File: src/rv32x_pkg.sv
// Shared types and constants of the RV32I-subset instruction executor.
// Holds the transaction payload structs, opcode codes and register indexes.
// No dependencies.
package rv32x_pkg;

  localparam int unsigned XLen      = 32;
  localparam int unsigned PcW       = 11;
  localparam int unsigned StepW     = 20;
  localparam int unsigned RegAddrW  = 5;
  localparam int unsigned TargetW   = 10;
  localparam int unsigned MemIdxW   = 10;
  localparam int unsigned ImmW      = 12;
  localparam int unsigned KindW     = 3;
  localparam int unsigned CfgAddrW  = 3;
  localparam int unsigned CfgDataW  = 32;
  localparam int unsigned OutqDepth = 4;

  localparam logic [StepW-1:0] StepLimitReset = 20'd1000000;

  // Operation codes; the two spare codes execute as a no-op
  typedef enum logic [KindW-1:0] {
    KIND_ADD  = 3'd0,
    KIND_SUB  = 3'd1,
    KIND_ADDI = 3'd2,
    KIND_LW   = 3'd3,
    KIND_SW   = 3'd4,
    KIND_BEQ  = 3'd5
  } kind_e;

  // Configuration register indexes (selected by paddr bit 2)
  localparam logic REG_PROGRAM_LENGTH = 1'b0;
  localparam logic REG_STEP_LIMIT     = 1'b1;

  typedef struct packed {
    logic [KindW-1:0]           kind;
    logic [RegAddrW-1:0]        dest_reg;
    logic [RegAddrW-1:0]        src_reg_a;
    logic [RegAddrW-1:0]        src_reg_b;
    logic signed [ImmW-1:0]     immediate;
    logic [TargetW-1:0]         branch_target;
  } in_item_t;

  typedef struct packed {
    logic [PcW-1:0]             next_pc;
    logic                       reg_write;
    logic [RegAddrW-1:0]        reg_index;
    logic signed [XLen-1:0]     reg_value;
    logic                       mem_write;
    logic [MemIdxW-1:0]         mem_index;
    logic signed [XLen-1:0]     mem_value;
    logic                       halted;
  } out_item_t;

  // One register file write, either committed or in flight
  typedef struct packed {
    logic                en;
    logic [RegAddrW-1:0] addr;
    logic [XLen-1:0]     data;
  } rf_wr_t;

endpackage

File: src/rv32x_outq.sv
// Result queue between the writeback stage and the output channel.
// Depends on rv32x_pkg.
module rv32x_outq (
  input  logic                  clk_i,
  input  logic                  rst_ni,
  input  logic                  push_i,
  input  rv32x_pkg::out_item_t  push_data_i,
  output logic                  out_valid_o,
  input  logic                  out_stall_i,
  output rv32x_pkg::out_item_t  out_data_o
);
  import rv32x_pkg::*;

  localparam int unsigned PtrW = $clog2(OutqDepth);

  out_item_t       entry_q [OutqDepth];
  logic [PtrW-1:0] wr_ptr_q, rd_ptr_q;
  logic [PtrW:0]   cnt_q;
  logic            pop;

  assign out_valid_o = (cnt_q != '0);
  assign pop         = out_valid_o && !out_stall_i;
  assign out_data_o  = entry_q[rd_ptr_q];

  // Store pushed results
  always_ff @(posedge clk_i) begin
    if (push_i) begin
      entry_q[wr_ptr_q] <= push_data_i;
    end
  end

  // Advance pointers and fill count
  always_ff @(posedge clk_i or negedge rst_ni) begin
    if (!rst_ni) begin
      wr_ptr_q <= '0;
      rd_ptr_q <= '0;
      cnt_q    <= '0;
    end else begin
      if (push_i) begin
        wr_ptr_q <= wr_ptr_q + 1'b1;
      end
      if (pop) begin
        rd_ptr_q <= rd_ptr_q + 1'b1;
      end
      case ({push_i, pop})
        2'b10:   cnt_q <= cnt_q + 1'b1;
        2'b01:   cnt_q <= cnt_q - 1'b1;
        default: cnt_q <= cnt_q;
      endcase
    end
  end

endmodule

File: config.mk
export PLATFORM = sky130hd
export DESIGN_NAME = rv32x_outq
export DESIGN_NICKNAME = d
export VERILOG_FILES = /design/src/rv32x_pkg.sv /design/src/rv32x_outq.sv
export SDC_FILE = /design/constraint.sdc
export NUM_CORES = 1
export LEC_CHECK = 0
export BUFFER_PORTS_ARGS = -buffer_cell sky130_fd_sc_hd__buf_2
export CORE_ASPECT_RATIO = 1.75
export CORE_MARGIN = 3
export CORE_UTILIZATION = 35
export DETAILED_ROUTE_END_ITERATION = 6
export GPL_ROUTABILITY_DRIVEN = 0
export HOLD_SLACK_MARGIN = 0.02
export PLACE_DENSITY = 0.61
export SETUP_SLACK_MARGIN = 0.2
export SLEW_MARGIN = 20
export SYNTH_ARGS = -nofsm -noshare
export SYNTH_HDL_FRONTEND = slang
export SYNTH_SLANG_ARGS = --single-unit
File: constraint.sdc
create_clock -name clk_i -period 4.75 [get_ports clk_i]
set_clock_uncertainty 0.1 [all_clocks]
set_input_delay 0.95 -clock clk_i [delete_from_list [all_inputs] [get_ports clk_i]]
set_output_delay 0.95 -clock clk_i [all_outputs]
set_load 0.02 [all_outputs]
==> flow_summary.json, run 1 <==
{
  "ir_drop_uv": 519.1,
  "synth.most_common_cell": "edfxtp_1",
  "initial_core_util_pct": 35.79,
  "clk_latency_ns": 0.51,
  "p_int_uw": 7481,
  "fmax_mhz": 288.0,
  "drive_above_1_share_pct": 45.92,
  "drtIter0Drc": 287,
  "rows": 95,
  "syn_inst": 523,
  "power.share.sequential_pct": 42.6,
  "reg2reg_setup_slack_ns": 2.53,
  "tns_ns": 0,
  "clkSinkCount": 379,
  "die_area_mm2": 0.04214,
  "fp.dieH_um": 269.3,
  "fp.dieW_um": 156.5,
  "rsz0062_at_grt": "false",
  "seqCellArea_mm2": 0.01135,
  "cts_root_buffer": "clkbuf_16",
  "drv_slew": 0,
  "cts.path.max_buffers": 3,
  "synth_edf_count": 372,
  "crit_path_end_kind": "output pin",
  "wirelength_mm": 27.31,
  "fin_util_pct": 42.81,
  "fillers": 3343,
  "hold_path_class": "input pin to async pin",
  "worst_pin_slew_ns": 0.9120,
  "ant_nets": 0,
  "synth_common_cells": "372 x edfxtp_1, 93 x mux4_2, 7 x buf_2, 7 x dfrtp_1, 7 x inv_1",
  "numPortBuffers": 190,
  "worstSetupStartpointType": "flop",
  "path_cells": "buf_4 > mux4_2 > buf_2",
  "critPathMaxStageDelay_ns": 0.73,
  "area.growth.synth_to_final_pct": 19.61,
  "r2r-start": "wr_ptr_q[0]",
  "slowest_stage": "dfrtp_4",
  "crit_type": "flop to output pin",
  "core-area_mm2": 0.03875,
  "crit_fanout": 36,
  "num_vias": 6078,
  "ys_seq_elements": 379,
  "ys_types": 22,
  "multi_input_area_mm2": 0.002303,
  "clkPwrFrac_pct": 27.5,
  "syn_avg_cell_area_um2": 26.52,
  "powerDensity_mw_per_mm2": 650.9,
  "drc": 0,
  "power.switching_uw": 3316,
  "first_global_vias": 6826,
  "cp.required_ns": 3.70,
  "min_period_ns": 3.472,
  "cts_tree": "done",
  "syn_nets": 626,
  "ys.flop_type": "edfxtp_1",
  "drtPass1Iterations": 4,
  "overflow": 0,
  "grt_max_degree": 55,
  "swShare_pct": 30.71,
  "hpwl_mm": 16.95,
  "syn-cell-area_mm2": 0.01387,
  "viasPerCell": 4.870,
  "htree_levels": 2,
  "ioPinCount": 191,
  "path_buf_inv": 2,
  "comb_power_share_pct": 29.9,
  "clk_pin_slew_worst_paths_ns": 0.07,
  "ys_top_cells_by_area": "edfxtp_1 81%, mux4_2 15%, dfrtp_1 1.3%, buf_12 0.72%, ha_1 0.45%",
  "synth_top_area_cell": "edfxtp_1",
  "postCtsHoldBufs": 0,
  "wl_per_cell_um": 21.88,
  "slew_headroom_pct": 39.20,
  "antenna_found_initial": 6,
  "grt_use_total_pct": 13.04,
  "post_cts_buffers": 0,
  "arrival_ns": 2.42,
  "synth_top_area_share_pct": 80.55,
  "grt_pass1_wl_mm": 41.52,
  "final_hold_viol_count": 0,
  "ys_warn_count": 0,
  "r2r_cells": 4,
  "p_leak_uw": 0.005618,
  "fin_nets": 842,
  "period_share_pct": 73.10,
  "drv_cap": 0,
  "seq_area_frac_synth_pct": 81.81,
  "status": "finished, final reports clean",
  "reg2reg_to": "entry_q[2][42]",
  "setup_viol": 0,
  "cp_top_family": "flip-flops",
  "post_cts_resized": 0,
  "numCtsBuffers": 36,
  "async_flop_share_pct": 1.847
}
## cells in the final DEF, fill, tap and decap left out, drive strengths merged, types with 2 or more instances in the layout
master and instances:
xor2 5, inv 7, diode 3, bufinv 7, and2 4, nor2 2, ha 5, mux4 93
edfxtp 372, clkinvlp 2, clkinv 10, buf 199, dfrtp 7, clkbuf 40
## layout make-up
type / count / share of cell area, %
flip-flops and latches: 379 / 68.44
multi-input cells: 116 / 13.89
repair buffers: 199 / 6.517
clock buffers: 40 / 5.649
well taps: 485 / 3.658
clock inverters: 19 / 1.644
inverters: 7 / 0.1584
diodes: 3 / 0.04526
## worst max path at each step
stage | from | end | slack, ns | cells after the start
final | rd_ptr_q[1] | out_data_o[41] | 1.28 | 3
after global routing | rd_ptr_q[1] | out_data_o[40] | 1.12 | 3
after CTS | rd_ptr_q[1] | out_data_o[46] | 1.18 | 3
after detailed placement | rd_ptr_q[1] | out_data_o[46] | 1.76 | 3
after global placement | rd_ptr_q[1] | out_data_o[46] | 1.78 | 3
after floorplan | push_i | entry_q[0][0] | 1.09 | 1
## sequential cells by signal, indices dropped and copies added (netlist names)
name      count
rd_ptr_q      2
entry_q     372
wr_ptr_q      2
cnt_q         3
## power by group through the flow
| stage | clock [uW] | sequential (uW) | combinational, uW |
|---|---|---|---|
| floorplan | 0 | 4580 | 2420 |
| global placement | 0 | 4670 | 3340 |
| detailed placement | 0 | 4690 | 3350 |
| CTS | 3060 | 4620 | 3350 |
| global route | 3170 | 4670 | 3480 |
| finish | 2960 | 4600 | 3230 |
## metal layers
metal  vias up  part of all wire, %  wire length, um  global-route usage, %
met5         -                0.048               13                      0
met4         2                  4.0             1086                  5.488
met3        56                  5.0             1353                  2.904
met2       149                   56            15220                  23.97
met1      3187                   35             9636                  14.21
li1       2684                    -                -                      -
## per-stage QoR
step	hold slack [ns]	instance area [um2]	worst slack [ns]	cells	total power, uW
floorplan	0.3426	13870	1.085	523	7004
global placement	0.3567	15370	1.780	1186	8006
detailed placement	0.3854	15370	1.760	1186	8042
CTS	0.1278	16580	1.182	1245	11040
global route	0.1401	16580	1.123	1246	11320
finish	0.1645	16590	1.278	1248	10800
## logic make-up after synthesis
group,synth area share [%]
muxes,15.18
and+or+nand+nor,0.3518
adders and majority gates,0.5955
xor gates and xnor gates,0.3789
AOI/OAI and AO/OA,0.03605
buffers and inverters,1.651
DFF,81.81
## worst reg2reg max path: stages, from the launching register on
cell and delay [ns]:
dfrtp_1 0.43, inv_1 0.10, ha_1 0.14, and2_4 0.74, buf_12 0.35
(Power assumes the default switching activity.)
==> inputs of run 2 (changes only) <==
==> constraint.sdc (replaced) <==
create_clock -name clk_i -period 3.3 [get_ports clk_i]
set_clock_uncertainty 0.1 [all_clocks]
set_input_delay 0.66 -clock clk_i [delete_from_list [all_inputs] [get_ports clk_i]]
set_output_delay 0.66 -clock clk_i [all_outputs]
set_load 0.02 [all_outputs]
==> flow_summary.json, run 2 (synthesis gave the netlist of run 1 again) <==
{
  "use_met1_pct": 14.92,
  "grt_use_met2_pct": 23.29,
  "crit_type": "flop to output pin",
  "first_global_vias": 6802,
  "grt_max_degree": 54,
  "drv_slew": 0,
  "pre_cts_ws_ns": 0.7703,
  "final_common_cell": "edfxtp_1",
  "antenna_found_initial": 10,
  "clk_latency_ns": 0.52,
  "worst_pin_slew_ns": 0.5237,
  "fmax_mhz": 344.1,
  "path_buf_inv": 2,
  "hold_path_class": "input pin to flop",
  "cts_tree": "done",
  "path_cells": "buf_4 > mux4_2 > buf_2",
  "viasPerCell": 4.909,
  "initial_core_util_pct": 35.79,
  "core-area_mm2": 0.03875,
  "power.switching_uw": 4874,
  "comb_power_share_pct": 31.6,
  "largest_reg_flops": 372,
  "regMostFlops": "entry_q",
  "final_hold_viol_count": 0,
  "p_int_uw": 10530,
  "ioPinCount": 191,
  "cts_root_buffer": "clkbuf_16",
  "die_area_mm2": 0.04214,
  "drive_above_1_share_pct": 46.31,
  "detailed_place.area_mm2": 0.01547,
  "ir_drop_uv": 489.0,
  "fp.dieW_um": 156.5,
  "drv_cap": 0,
  "clk_pin_slew_worst_paths_ns": 0.06,
  "status": "finished, final reports clean",
  "period_share_pct": 88.07,
  "setup_ws_ns": 0.3935,
  "wl_per_cell_um": 22.13,
  "numCtsBuffers": 37,
  "grt_pass1_wl_mm": 42.18,
  "p_leak_uw": 0.005643,
  "swShare_pct": 31.64,
  "tns_ns": 0,
  "grt_use_total_pct": 13.36,
  "arrival_ns": 2.15,
  "critPathMaxStageDelay_ns": 0.71,
  "rsz0062_at_grt": "false",
  "slowest_stage": "dfrtp_4",
  "mostFrequentLayoutCells": "372 x edfxtp_1, 190 x buf_2, 93 x mux4_2, 39 x clkbuf_16, 9 x buf_12",
  "clkSinkCount": 379,
  "drtPass1Iterations": 4,
  "drtIter0Drc": 295,
  "crit_path_end_kind": "output pin",
  "cp.required_ns": 2.54,
  "fillers": 3363,
  "fp.dieH_um": 269.3,
  "met3_usage_pct": 3.225,
  "cp_top_family": "flip-flops",
  "finish.instance_area_mm2": 0.01664,
  "crit_fanout": 23,
  "ant_nets": 0,
  "powerDensity_mw_per_mm2": 925.9,
  "drc": 0,
  "reg.largest.list": "entry_q (372), cnt_q (3)",
  "slew_headroom_pct": 65.09,
  "htree_levels": 2,
  "busiest_layer": "met2",
  "numPortBuffers": 190,
  "fin_nets": 852,
  "cts.path.max_buffers": 3,
  "setup_viol": 0,
  "min_period_ns": 2.906,
  "hpwl_mm": 17.61,
  "clkPwrFrac_pct": 25.7,
  "worstSetupStartpointType": "flop",
  "area.growth.synth_to_final_pct": 19.98,
  "num_vias": 6215,
  "rows": 95,
  "overflow": 0,
  "power.share.sequential_pct": 42.7,
  "wirelength_mm": 28.02
}
-- run 2: cell count changes in the layout (fill, tap and decap cells not counted), sizes merged --
cell         delta
clkinvlp        +1
clkbuf          +5
diode           +5
inv             +3
clkinv          +1
dlygate4sd3     +1
bufinv          -6
buf             +8
-- run 2: layer usage --
layer  routed length, um  vias to the layer above  share of wire [%]
li1                    -                     2699                  -
met2               15290                      160                 55
met4                1347                        4                4.8
met1                9902                     3285                 35
met3                1456                       67                5.2
met5                  21                        -              0.075
-- run 2: layout make-up --
cell class	count	area (um2)	share of cell area [%]
clock inverter	18	130.1	0.7820
inverter	7	26.28	0.1579
tap	485	606.8	3.647
timing repair buffer	208	1201	7.219
multi-input combinational	116	2303	13.84
clock buffer	45	998.5	6.000
antenna	8	20.02	0.1203
sequential	379	11350	68.23
-- run 2: timing repair --
item | in CTS | in global routing
gates resized for setup | 0 | 0
buffers inserted | 2 | 0
endpoints found under the setup margin | 2 | 0
hold buffers | 1 | 0
endpoints found under the hold margin | 7 | 0
-- run 2: final timing paths --
path / from / to / slack, ns / depth (start not counted)
setup reg to reg: cnt_q[0] / cnt_q[2] / 1.33 / 8
setup / recovery: rd_ptr_q[1] / out_data_o[9] / 0.39 / 3
min in group asynchronous: rst_ni / rd_ptr_q[0] / 0.42 / 2
hold / removal: push_data_i[37] / entry_q[0][37] / 0.25 / 1
hold reg to reg: cnt_q[2] / cnt_q[2] / 0.39 / 1
max in group asynchronous: rst_ni / rd_ptr_q[1] / 2.47 / 2
-- run 2: power by group through the flow --
stage | sequential, uW | combinational [uW] | clock [uW]
final | 6580 | 4870 | 3950
after global routing | 6660 | 5230 | 4290
after detailed placement | 6740 | 4990 | 0
after global placement | 6690 | 4970 | 0
after CTS | 6610 | 5070 | 4110
after floorplan | 6540 | 3490 | 0
-- run 2: through the flow --
step | util, % | instances | power, uW | hold slack (ns)
final | 42.94 | 1266 | 15410 | 0.2507
after global routing | 42.93 | 1264 | 16180 | 0.2225
after CTS | 42.89 | 1258 | 15780 | 0.2117
after detailed placement | 39.91 | 1192 | 11730 | 0.3804
after global placement | 39.91 | 1192 | 11660 | 0.3682
after floorplan | - | 523 | 10030 | 0.2644
